[config.mk]
export PLATFORM = sky130hd
export DESIGN_NAME = sha1_hash_unit
export DESIGN_NICKNAME = d
export VERILOG_FILES = /design/src/rtl/sha1_pkg.sv /design/src/rtl/sha1_cell.sv /design/src/rtl/sha1_round.sv /design/src/rtl/sha1_emit.sv /design/src/rtl/sha1_hash_unit.sv
export VERILOG_INCLUDE_DIRS = /design/src /design/src/rtl
export SDC_FILE = /design/constraint.sdc
export NUM_CORES = 2
export LEC_CHECK = 0
export BUFFER_PORTS_ARGS = -buffer_cell sky130_fd_sc_hd__buf_2
export CORE_UTILIZATION = 55
export DETAILED_ROUTE_END_ITERATION = 10
export PLACE_DENSITY = 0.71
export SETUP_SLACK_MARGIN = 0.1
export SLEW_MARGIN = 20
export SYNTH_ARGS = -nofsm -noshare
export SYNTH_HDL_FRONTEND = slang
export SYNTH_SLANG_ARGS = --single-unit
[constraint.sdc]
create_clock -name clk -period 45.3 [get_ports clk]
set_input_delay 9.06 -clock clk [delete_from_list [all_inputs] [get_ports clk]]
set_output_delay 9.06 -clock clk [all_outputs]
set_load 0.01 [all_outputs]
[src/rtl/sha1_hash_unit_defines.svh]
// ----------------------------------------------------------------------------
// sha1_hash_unit_defines.svh
// Assertion macros shared by the SHA-1 hash unit.
// ----------------------------------------------------------------------------
`ifndef SHA1_HASH_UNIT_DEFINES_SVH
`define SHA1_HASH_UNIT_DEFINES_SVH

// Same-cycle implication, sampled on clk, off while rst is high.
`define SHA1_ASSERT_IMP(lbl, ante, cons, msg) \
  lbl: assert property (@(posedge clk) disable iff (rst) (ante) |-> (cons)) else $error(msg);

// Next-cycle implication, sampled on clk, off while rst is high.
`define SHA1_ASSERT_NXT(lbl, ante, cons, msg) \
  lbl: assert property (@(posedge clk) disable iff (rst) (ante) |=> (cons)) else $error(msg);

`endif

[src/rtl/sha1_pkg.sv]
// ----------------------------------------------------------------------------
// sha1_pkg
// Types, constants and round functions of the SHA-1 hash unit.
// ----------------------------------------------------------------------------
`timescale 1ns / 1ps
`default_nettype none

package sha1_pkg;

  localparam int CELL_COUNT   = 16;
  localparam int DIGEST_WORDS = 5;

  localparam logic [5:0] FILL_LAST      = 6'd63;
  localparam logic [5:0] FILL_LEN_LIMIT = 6'd55;
  localparam logic [5:0] LEN_FIRST      = 6'd56;
  localparam logic [6:0] ROUND_LAST     = 7'd79;
  localparam logic [6:0] ROUND_GRP1     = 7'd20;
  localparam logic [6:0] ROUND_GRP2     = 7'd40;
  localparam logic [6:0] ROUND_GRP3     = 7'd60;
  localparam logic [7:0] PAD_MARK       = 8'h80;

  typedef logic [31:0] word_t;

  localparam word_t INIT_H [DIGEST_WORDS] = '{
    32'h67452301, 32'hEFCDAB89, 32'h98BADCFE, 32'h10325476, 32'hC3D2E1F0
  };

  localparam word_t K_GRP0 = 32'h5A827999;
  localparam word_t K_GRP1 = 32'h6ED9EBA1;
  localparam word_t K_GRP2 = 32'h8F1BBCDC;
  localparam word_t K_GRP3 = 32'hCA62C1D6;

  typedef enum logic [1:0] {
    CELL_HOLD,
    CELL_BYTE,
    CELL_WORD
  } cell_mode_t;

  typedef enum logic [1:0] {
    ST_IDLE,
    ST_PAD,
    ST_ROUND,
    ST_FOLD
  } hash_state_t;

  typedef enum logic {
    ACT_ABSORB = 1'b0,
    ACT_FINISH = 1'b1
  } action_t;

  typedef struct packed {
    logic       load;
    logic       step;
    logic [6:0] rnd;
  } round_ctrl_t;

  // Round constant for the group that holds round rnd.
  function automatic word_t round_k(input logic [6:0] rnd);
    word_t k;
    if (rnd < ROUND_GRP1) begin
      k = K_GRP0;
    end else if (rnd < ROUND_GRP2) begin
      k = K_GRP1;
    end else if (rnd < ROUND_GRP3) begin
      k = K_GRP2;
    end else begin
      k = K_GRP3;
    end
    return k;
  endfunction

  // Boolean function of round rnd: choose, parity, majority, parity.
  function automatic word_t round_f(input logic [6:0] rnd, input word_t b,
                                    input word_t c, input word_t d);
    word_t f;
    if (rnd < ROUND_GRP1) begin
      f = (b & c) | (~b & d);
    end else if (rnd < ROUND_GRP2) begin
      f = b ^ c ^ d;
    end else if (rnd < ROUND_GRP3) begin
      f = (b & c) | (b & d) | (c & d);
    end else begin
      f = b ^ c ^ d;
    end
    return f;
  endfunction

endpackage

`default_nettype wire

[src/rtl/sha1_cell.sv]
// ----------------------------------------------------------------------------
// sha1_cell
// One 32-bit word of the block window. Takes a byte or a word from its
// neighbor, so a row of sixteen is both the block buffer and the schedule.
// ----------------------------------------------------------------------------
`timescale 1ns / 1ps
`default_nettype none

module sha1_cell (
  input  wire                     clk,
  input  sha1_pkg::cell_mode_t    mode,
  input  sha1_pkg::word_t         nbr_word,
  output sha1_pkg::word_t         word
);
  import sha1_pkg::*;

  // Shift one byte in from the neighbor, or take its whole word
  always_ff @(posedge clk) begin
    unique case (mode)
      CELL_HOLD: word <= word;
      CELL_BYTE: word <= {word[23:0], nbr_word[31:24]};
      CELL_WORD: word <= nbr_word;
      default:   word <= word;
    endcase
  end

endmodule

`default_nettype wire

[src/rtl/sha1_round.sv]
// ----------------------------------------------------------------------------
// sha1_round
// Working registers a..e and one SHA-1 round per step.
// ----------------------------------------------------------------------------
`timescale 1ns / 1ps
`default_nettype none

module sha1_round (
  input  wire                                               clk,
  input  sha1_pkg::round_ctrl_t                             ctrl,
  input  sha1_pkg::word_t [sha1_pkg::DIGEST_WORDS-1:0]      chain,
  input  sha1_pkg::word_t                                   w,
  output sha1_pkg::word_t [sha1_pkg::DIGEST_WORDS-1:0]      work
);
  import sha1_pkg::*;

  word_t t;

  // Round sum: rotl(a,5) + f + e + w + k
  always_comb begin
    t = {work[0][26:0], work[0][31:27]}
        + round_f(ctrl.rnd, work[1], work[2], work[3])
        + work[4] + w + round_k(ctrl.rnd);
  end

  // Load from the chain words, or advance one round
  always_ff @(posedge clk) begin
    if (ctrl.load) begin
      work <= chain;
    end else if (ctrl.step) begin
      work[4] <= work[3];
      work[3] <= work[2];
      work[2] <= {work[1][1:0], work[1][31:2]};
      work[1] <= work[0];
      work[0] <= t;
    end
  end

endmodule

`default_nettype wire

[src/rtl/sha1_emit.sv]
// ----------------------------------------------------------------------------
// sha1_emit
// Digest output chain: holds five words and shifts one out per beat.
// ----------------------------------------------------------------------------
`timescale 1ns / 1ps
`default_nettype none

module sha1_emit (
  input  wire                                               clk,
  input  wire                                               rst,
  input  wire                                               load,
  input  sha1_pkg::word_t [sha1_pkg::DIGEST_WORDS-1:0]      digest,
  input  wire                                               digest_ready,
  output logic                                              digest_valid,
  output logic [31:0]                                       digest_word,
  output logic [2:0]                                        word_index,
  output logic                                              last_word
);
  import sha1_pkg::*;

  localparam logic [2:0] IDX_LAST = 3'(DIGEST_WORDS - 1);

  word_t [DIGEST_WORDS-1:0] words;
  logic                     beat;

  assign beat        = digest_valid & digest_ready;
  assign digest_word = words[0];
  assign last_word   = (word_index == IDX_LAST);

  // Track the beat count and the valid flag
  always_ff @(posedge clk) begin
    if (rst) begin
      digest_valid <= 1'b0;
      word_index   <= '0;
    end else if (load) begin
      digest_valid <= 1'b1;
      word_index   <= '0;
    end else if (beat) begin
      digest_valid <= ~last_word;
      word_index   <= word_index + 3'd1;
    end
  end

  // Capture the digest, then advance the words toward the port
  always_ff @(posedge clk) begin
    if (load) begin
      words <= digest;
    end else if (beat) begin
      for (int i = 0; i < DIGEST_WORDS - 1; i++) begin
        words[i] <= words[i + 1];
      end
    end
  end

endmodule

`default_nettype wire

[src/rtl/sha1_hash_unit.sv]
// ----------------------------------------------------------------------------
// sha1_hash_unit
// SHA-1 over a byte stream: absorb bytes, finish to pad and emit the digest.
// ----------------------------------------------------------------------------
//
//   channel  signals                            beat carries
//   -------  ---------------------------------  -------------------------------
//   item     item_valid / item_ready            action, data_byte
//   digest   digest_valid / digest_ready        digest_word, word_index, last_word
//
// Every 64th absorbed byte starts a block: 80 rounds through the single round
// unit, then a fold into the chain words. A finish pads the block to its end,
// runs the rounds and the fold, and does one more block when fewer than nine
// bytes of room are left. The five digest beats drain from their own
// register chain while new bytes are absorbed. The block buffer needs no
// clearing pass at reset.
// ----------------------------------------------------------------------------
`timescale 1ns / 1ps
`default_nettype none

module sha1_hash_unit (
  input  wire          clk,
  input  wire          rst,
  input  wire          item_valid,
  output logic         item_ready,
  input  wire          action,
  input  wire  [7:0]   data_byte,
  output logic         digest_valid,
  input  wire          digest_ready,
  output logic [31:0]  digest_word,
  output logic [2:0]   word_index,
  output logic         last_word
);
  import sha1_pkg::*;

  `include "sha1_hash_unit_defines.svh"

  hash_state_t             state;
  hash_state_t             state_next;
  logic [5:0]              fill;
  logic [60:0]             msg_bytes;
  logic [6:0]              rnd;
  logic                    pad_first;
  logic                    len_here;
  logic                    padding;
  word_t [DIGEST_WORDS-1:0] chain;
  word_t [DIGEST_WORDS-1:0] work;
  word_t [DIGEST_WORDS-1:0] chain_sum;

  cell_mode_t              cell_mode;
  word_t                   win [CELL_COUNT];
  word_t                   nbr [CELL_COUNT];
  word_t                   feed;
  word_t                   new_w;
  logic [63:0]             len_shift;
  logic [7:0]              pad_byte;
  logic                    accept;
  logic                    emit_busy;
  logic                    emit_load;
  logic                    final_fold;
  round_ctrl_t             rctl;

  assign accept     = item_valid & item_ready;
  assign emit_busy  = digest_valid;
  assign final_fold = padding & len_here;

  // Next schedule word from the window taps
  assign new_w = {win[0][30:0] ^ win[2][30:0] ^ win[8][30:0] ^ win[13][30:0],
                  win[0][31] ^ win[2][31] ^ win[8][31] ^ win[13][31]};

  // Pad byte: marker first, then zeros, then the big-endian bit length
  assign len_shift = {msg_bytes, 3'b000} << {fill[2:0], 3'b000};
  always_comb begin
    if (pad_first) begin
      pad_byte = PAD_MARK;
    end else if (len_here && (fill >= LEN_FIRST)) begin
      pad_byte = len_shift[63:56];
    end else begin
      pad_byte = '0;
    end
  end

  // Chain update after a block
  always_comb begin
    for (int i = 0; i < DIGEST_WORDS; i++) begin
      chain_sum[i] = chain[i] + work[i];
    end
  end

  // Row of window cells, each fed by its right neighbor
  for (genvar gi = 0; gi < CELL_COUNT; gi++) begin : g_cell
    if (gi == CELL_COUNT - 1) begin : g_tail
      assign nbr[gi] = feed;
    end else begin : g_body
      assign nbr[gi] = win[gi + 1];
    end
    sha1_cell u_cell (
      .clk      (clk),
      .mode     (cell_mode),
      .nbr_word (nbr[gi]),
      .word     (win[gi])
    );
  end

  sha1_round u_round (
    .clk   (clk),
    .ctrl  (rctl),
    .chain (chain),
    .w     (win[0]),
    .work  (work)
  );

  sha1_emit u_emit (
    .clk          (clk),
    .rst          (rst),
    .load         (emit_load),
    .digest       (chain_sum),
    .digest_ready (digest_ready),
    .digest_valid (digest_valid),
    .digest_word  (digest_word),
    .word_index   (word_index),
    .last_word    (last_word)
  );

  // Next state
  always_comb begin
    state_next = state;
    unique case (state)
      ST_IDLE: begin
        if (accept) begin
          if (action_t'(action) == ACT_FINISH) begin
            state_next = ST_PAD;
          end else if (fill == FILL_LAST) begin
            state_next = ST_ROUND;
          end
        end
      end
      ST_PAD: begin
        if (fill == FILL_LAST) begin
          state_next = ST_ROUND;
        end
      end
      ST_ROUND: begin
        if (rnd == ROUND_LAST) begin
          state_next = ST_FOLD;
        end
      end
      ST_FOLD: begin
        priority if (final_fold) begin
          state_next = emit_busy ? ST_FOLD : ST_IDLE;
        end else if (padding) begin
          state_next = ST_PAD;
        end else begin
          state_next = ST_IDLE;
        end
      end
      default: state_next = ST_IDLE;
    endcase
  end

  // Outputs of the sequencer
  always_comb begin
    item_ready = 1'b0;
    cell_mode  = CELL_HOLD;
    feed       = new_w;
    emit_load  = 1'b0;
    rctl.load  = (state_next == ST_ROUND) && (state != ST_ROUND);
    rctl.step  = (state == ST_ROUND);
    rctl.rnd   = rnd;
    unique case (state)
      ST_IDLE: begin
        item_ready = 1'b1;
        if (accept && (action_t'(action) == ACT_ABSORB)) begin
          cell_mode = CELL_BYTE;
          feed      = {data_byte, 24'h0};
        end
      end
      ST_PAD: begin
        cell_mode = CELL_BYTE;
        feed      = {pad_byte, 24'h0};
      end
      ST_ROUND: begin
        cell_mode = CELL_WORD;
      end
      ST_FOLD: begin
        emit_load = final_fold & ~emit_busy;
      end
      default: cell_mode = CELL_HOLD;
    endcase
  end

  // Counters, padding flags and chain words
  always_ff @(posedge clk) begin
    if (rst) begin
      state     <= ST_IDLE;
      fill      <= '0;
      msg_bytes <= '0;
      rnd       <= '0;
      pad_first <= 1'b0;
      len_here  <= 1'b0;
      padding   <= 1'b0;
      for (int i = 0; i < DIGEST_WORDS; i++) begin
        chain[i] <= INIT_H[i];
      end
    end else begin
      state <= state_next;
      unique case (state)
        ST_IDLE: begin
          rnd <= '0;
          if (accept) begin
            if (action_t'(action) == ACT_ABSORB) begin
              fill      <= fill + 6'd1;
              msg_bytes <= msg_bytes + 61'd1;
            end else begin
              pad_first <= 1'b1;
              len_here  <= (fill <= FILL_LEN_LIMIT);
              padding   <= 1'b1;
            end
          end
        end
        ST_PAD: begin
          fill      <= fill + 6'd1;
          pad_first <= 1'b0;
          rnd       <= '0;
        end
        ST_ROUND: begin
          rnd <= rnd + 7'd1;
        end
        ST_FOLD: begin
          priority if (final_fold) begin
            if (!emit_busy) begin
              for (int i = 0; i < DIGEST_WORDS; i++) begin
                chain[i] <= INIT_H[i];
              end
              msg_bytes <= '0;
              padding   <= 1'b0;
              len_here  <= 1'b0;
            end
          end else if (padding) begin
            chain    <= chain_sum;
            len_here <= 1'b1;
          end else begin
            chain <= chain_sum;
          end
        end
        default: ;
      endcase
    end
  end

  // Checks
  `SHA1_ASSERT_NXT(a_round_to_fold, (state == ST_ROUND) && (rnd == ROUND_LAST),
                   state == ST_FOLD, "last round must fold")
  `SHA1_ASSERT_IMP(a_block_full, (state == ST_ROUND) && (rnd == 7'd0),
                   fill == 6'd0, "block started before buffer full")
  `SHA1_ASSERT_NXT(a_digest_out, (state == ST_FOLD) && final_fold && !emit_busy,
                   digest_valid && (word_index == 3'd0), "digest not presented")
  `SHA1_ASSERT_IMP(a_pad_closed, state == ST_IDLE,
                   !padding && !pad_first, "padding left open in idle")

endmodule

`default_nettype wire

=== After elaboration in Yosys (flattened, before gate mapping) ===
Index checks and enable logic that the tools add are counted.

* Bits in registers: 1075
* Bits of input ports: 13
* Output and inout bits: 38

* Add/subtract/negate cells: 13
* Order comparisons: 5
* Equal/unequal tests: 18
* Shift operators: 1
* Muxes and demuxes: 66
* Bitwise logic cells: 23
* Reductions and logical operators: 18

{| class="wikitable"
|+ Operator list
! kind !! count
|-
| $pmux W32 S2 || 17
|-
| $mux W160 || 4
|-
| $add A32 B32 Y32 || 9
|-
| $mux W128 || 2
|-
| $mux W61 || 4
|-
| $mux W32 || 6
|-
| $and A32 B32 Y32 || 4
|-
| $pmux W61 S2 || 1
|-
| $or A32 B32 Y32 || 3
|-
| $xor A31 B31 Y31 || 3
|-
| $shl A64 B6 Y64 || 1
|-
| $xor A32 B32 Y32 || 2
|-
| $add A61 B1 Y61 const B || 1
|-
| $not A32 Y32 || 1
|-
| $mux W31 || 1
|-
| $mux W8 || 2
|-
| $reduce_and A5 Y1 || 3
|-
| $lt A7 B6 Y1 const B || 2
|-
| $mux W1 || 14
|-
| $ne A2 B2 Y1 const B || 7
|-
| $pmux W7 S2 || 1
|-
| $mux W2 || 6
|-
| $mux W6 || 2
|-
| $pmux W6 S2 || 1
|-
| other kinds (24) || 47
|}

=== Depth between registers and ports, before layout ===
* Word-level depth: 12
* Depth in mapped cells: 27
* Depth with buffers taken out: 24

=== By module ===
From an unflattened synthesis, not the netlist that was laid out.

* Cells, all modules: 4727
* Area total of the unflattened synthesis: 61071.1 µm²

{| class="wikitable"
|+ Modules (own cells, without submodules)
! module !! instances !! cells each !! area an instance (µm²) !! sequential area each (µm²)
|-
| sha1_cell || 16 || 72 || 1485.2 || 960.9
|-
| sha1_hash_unit || 1 || 2147 || 17900.9 || 4784.6
|-
| sha1_round || 1 || 1069 || 12360.6 || 4804.6
|-
| sha1_emit || 1 || 359 || 7046.8 || 4884.7
|}

=== Worst setup path after synthesis ===
No wires, ideal clock.

* Path type: input -> register
* Start point: in item_valid
* End point: reg g_cell[0].u_cell.word[0] (enable)
* Arrival: 46548 ps
* Required time: 43132 ps
* Slack: -3415 ps
* Cell stages on the path: 5
* Buffers on the path: 2
* Path through: nand2_1 or2_2 clkbuf_1 clkbuf_1 a21boi_0

* Longest elaborated chain between the ends: 6

{| class="wikitable"
|+ Ends and longest elaborated chain
! item !! line !! source
|-
| from (decl) || sha1_hash_unit.sv:24 || <nowiki>input wire item_valid,</nowiki>
|-
| $and A1 B1 Y1 * || sha1_hash_unit.sv:63 || <nowiki>assign accept = item_valid & item_ready;</nowiki>
|-
| $logic_and A1 B1 Y1 * || sha1_hash_unit.sv:173 || <nowiki>if (accept && (action_t'(action) == ACT_ABSORB)) begin</nowiki>
|-
| $mux W1 * || sha1_hash_unit.sv:173 ||
|-
| $pmux W2 S3 * || sha1_hash_unit.sv:170 || <nowiki>unique case (state)</nowiki>
|-
| $eq A2 B1 Y1 / $eq A2 B2 Y1 (equally long branches) || sha1_cell.sv:19 || <nowiki>unique case (mode)</nowiki>
|-
| $reduce_bool A2 Y1 (no line) * || n/a ||
|-
| to (signal assigned) || sha1_cell.sv:20 || <nowiki>CELL_HOLD: word <= word;</nowiki>
|-
| to (signal assigned) || sha1_cell.sv:21 || <nowiki>CELL_BYTE: word <= {word[23:0], nbr_word[31:24]};</nowiki>
|-
| to (signal assigned) || sha1_cell.sv:22 || <nowiki>CELL_WORD: word <= nbr_word;</nowiki>
|-
| to (decl) || sha1_cell.sv:13 || <nowiki>output sha1_pkg::word_t word</nowiki>
|}

Every way passes the cells marked *; elsewhere a longest branch is shown, timed or not.
A chain may end at the register's enable or synchronous reset.

=== Worst setup path in the final report ===
* Start point: in item_valid
* End point: reg u_round.work[30] (netlist name) (data pin)

* Longest elaborated chain between the ends: 6

{| class="wikitable"
|+ Ends and longest elaborated chain
! item !! line !! source
|-
| $and A1 B1 Y1 || sha1_hash_unit.sv:63 ||
|-
| $mux W2 || sha1_hash_unit.sv:130 || <nowiki>if (accept) begin</nowiki>
|-
| $pmux W2 S4 || sha1_hash_unit.sv:128 || <nowiki>unique case (state)</nowiki>
|-
| $eq A2 B2 Y1 || sha1_hash_unit.sv:167 || <nowiki>rctl.load = (state_next == ST_ROUND) && (state != ST_ROUND);</nowiki>
|-
| $logic_and A1 B1 Y1 || sha1_hash_unit.sv:167 ||
|-
| $mux W160 || sha1_round.sv:28 || <nowiki>if (ctrl.load) begin</nowiki>
|-
| to (signal assigned) || sha1_round.sv:29 || <nowiki>work <= chain;</nowiki>
|-
| to (decl) || sha1_round.sv:13 || <nowiki>output sha1_pkg::word_t [sha1_pkg::DIGEST_WORDS-1:0] work</nowiki>
|}

No other way between the ends.

==> summary.txt <==
Timing
  • Max Fclk: 79.2 MHz
  • Clock Skew: 0.0302 ns
  • Relative slew margins: 14.2%
  • Final setup violation count: 0
  • Worst-Margin Slew: 1.27 ns
  • Unrepaired setup endpoints after global routing: no
  • Final Hold Vio Count: 0
  • Final worst path period need: 12.63 ns
  • Period utilization: 27.9%
  • Max Slew Vio Count: 0
  • Setup tns final: 0 ns

Routing
  • Post-route ant nets: 0
  • Vias: 41,800
  • DR vias/cell: 5.85
  • Drt initial violations: 4,422
  • Drt pass-1 iters: 8
  • Drt wl/cell: 20.8 um
  • DRT Wirelength: 148 mm
  • Remaining DRCs: 0

Die
  • Horiz. Die Dim: 326 um
  • Die extent in y: 326 um
  • Row count: 118
  • DIE AREA: 0.106 sq mm
  • Starting Density: 55.6%
  • IO Pins: 51
  • Core Area: 0.104 sq mm

Global routing
  • First-pass GRT wire length: 229 mm
  • Initial antenna violation count: 3
  • GRT Util Overall: 27.6%
  • GR Overflow Total: 0
  • Pin count of the biggest net entering global routing: 258
  • Vias in the first global route: 40,200

Power and ir drop
  • Logic pwr share: 3.4%
  • Leak: 0.0258 uW
  • Switching Share: 22.1%
  • Pwr Density: 34.4 mW/mm^2
  • Sw power: 477 uW
  • Clock power share: 44.6%
  • Int Pwr: 1680 uW
  • Max IR drop VDD: 0.0000346 V
  • Seq pwr share: 52.0%

CTS
  • Post-CTS sizing: 0
  • CTS tree: done
  • Root buf cell: clkbuf_16
  • Clk sinks: 1,075
  • Cts-stage hold buffer count: 0
  • Clk_lat worst skew: 0.72 ns
  • H-Tree Level Count: 3
  • Clock transition at the registers of the reported paths: 0.06 ns
  • Total CTS buffers: 113
  • Post-CTS Setup Bufs: 0
  • CTS Buffer Depth: 3

Critical path
  • Most used cell, CP: buf_4
  • Crit-path cells: buf_2 -> nand2_1 -> or2_2 -> nand2_1 -> a21oi_1 -> nor4_4 -> buf_4 -> buf_4 -> buf_4 -> nor3_1 -> a211oi_1 -> nand3_1
  • Critical Path RT: 45.76 ns
  • CP top delay family: buffers and inverters
  • Critical path's largest stage delay: 0.84 ns
  • CP Data Arrival Time: 13.09 ns
  • Critical path peak fanout: 75
  • CP max stage cell: buf_4
  • Critical path capture point type: flip-flop
  • Critical Path Start Type: input pin
  • CP bufs+invs: 4
  • Crit path kind: in -> reg

Cells and area
  • Finished Layout Cells: 7,145
  • Most frequent cells in the layout: 1,886 x nand2_1, 832 x edfxtp_1, 256 x nor2_1, 243 x dfxtp_1, 219 x inv_1
  • Fill count: 8,438
  • Final net count: 6,001
  • Number of diodes: 0
  • Layout cell share with drive strength beyond 1: 8.33%
  • Fin area: 0.0629 sq mm
  • Commonest non-fill, non-tap cell in the layout: nand2_1
  • Layout area overhead: 8.94%

Synth
  • #FFs+latches synth: 1,075
  • EDFF count, synth: 832
  • Syn Nets: 6,071
  • Mapped cell area: 0.0577 sq mm
  • Main synth FF type: edfxtp_1
  • Unique masters post-synth: 79
  • Ys async rst share: 0%
  • Synth warnings: 0
  • Sequential fraction of the synthesis area: 51.7%
  • Cells after Synth: 5,734
  • Syn avg cell area: 10.1 sq um

Worst hold path
  • Hold crit path type: reg -> reg

Placed design
  • Detailed Place HPWL: 99.9 mm
  • IO buf count: 50
  • Placer Congestion: 0.928
  • Inst Count DP: 6,927
  • Dpl cell area: 0.0590 sq mm

Flow run
  • Number of max-cap violations: 0

Status
  • Status: complete, no violations
[worst reg2reg max path: cells and delay by family (launching register included)]
family | cells | cell delay, ns
compound gates | 9 | 3.24
fa+ha+maj | 5 | 1.79
buf+inv | 7 | 1.62
flops | 1 | 0.39
mux | 1 | 0.28
simple gates | 4 | 0.72
[synthesized netlist by cell type, types with 45 or more instances]
master	n	area [sq um]
fa_1	119	2380
xnor2_1	217	1900
o21ai_0	195	976
a21o_1	94	706
a221o_1	62	621
mux2_2	145	1630
mux2i_1	45	450
a21oi_1	196	981
inv_1	219	822
ha_1	205	2560
nor2_1	260	976
dfxtp_1	243	4860
nand3_1	62	310
edfxtp_1	832	25000
xor2_1	118	1030
clkbuf_1	216	811
nand2_1	1889	7090
[area by class of cell]
class / instances / area [sq um] / area share (%)
Clock inverter: 70 / 764 / 1.22
Clock buffer: 146 / 3100 / 4.92
Multi-Input combinational cell: 4153 / 25900 / 41.2
Inverter: 224 / 846 / 1.34
Sequential cell: 1075 / 29800 / 47.5
Tap cell: 1380 / 1730 / 2.75
Timing Repair Buffer: 97 / 692 / 1.10
[per-stage QoR]
step	util [%]	setup slack, ns	hold slack [ns]	power (uW)
3_5_place_dp	56.8	31.96	0.477	1220
2_1_floorplan	-	10.04	0.448	1230
3_3_place_gp	56.8	31.98	0.465	1220
6_report	60.6	32.67	0.487	2160
4_1_cts	60.6	32.71	0.487	2170
5_1_grt	60.6	32.45	0.506	2220
[cell families (layout without fill, tap and decap cells)]
logic type                 Yosys count  after routing  synth area share [%]
muxes                              203            203                  4.11
buffers and inverters              506            537                  3.56
and+or+nand+nor                   2435           2435                  17.0
DFF                               1075           1075                  51.7
adders and majority gates          324            324                  8.57
xor gates and xnor gates           335            335                  5.08
AOI/OAI and AO/OA                  856            856                  9.95
[registers in the layout, summed over array words and instances, names as in the netlist]
name / count
len_here: 1
state: 2
rnd: 7
u_round.work: 160
pad_first: 1
fill: 6
u_emit.digest_word: 32
u_emit.words: 128
msg_bytes: 61
u_emit.digest_valid: 1
g_cell.u_cell.word: 512
chain: 160
padding: 1
u_emit.word_index: 3
[worst paths after layout]
| kind | startpoint | endpoint | slack (ns) | cells after the start |
|---|---|---|---|---|
| setup / recovery | item_valid | u_round.work[30] | 32.67 | 12 |
| hold / removal | fill[5] | fill[5] | 0.49 | 2 |
| setup reg to reg | rnd[4] | u_round.work[31] | 37.02 | 26 |
| hold reg to reg | fill[5] | fill[5] | 0.49 | 2 |
[power by group through the flow]
| stage | Sequential (uW) | Clock (uW) | Combinational [uW] |
|---|---|---|---|
| 3_3_place_gp | 1140 | 0 | 70.7 |
| 2_1_floorplan | 1180 | 0 | 53.3 |
| 5_1_grt | 1130 | 1010 | 82.3 |
| 6_report | 1120 | 964 | 72.9 |
| 3_5_place_dp | 1150 | 0 | 72.9 |
| 4_1_cts | 1130 | 976 | 73.5 |
[per-layer routing]
| layer | track usage [%] | routed length, um | vias to the layer above |
|---|---|---|---|
| met5 | 0 | 23 | - |
| li1 | - | - | 19600 |
| met1 | 37.2 | 61400 | 20200 |
| met4 | 12.6 | 7200 | 4 |
| met2 | 44.2 | 69000 | 1571 |
| met3 | 4.08 | 10700 | 374 |
(Power assumes the default switching activity.)
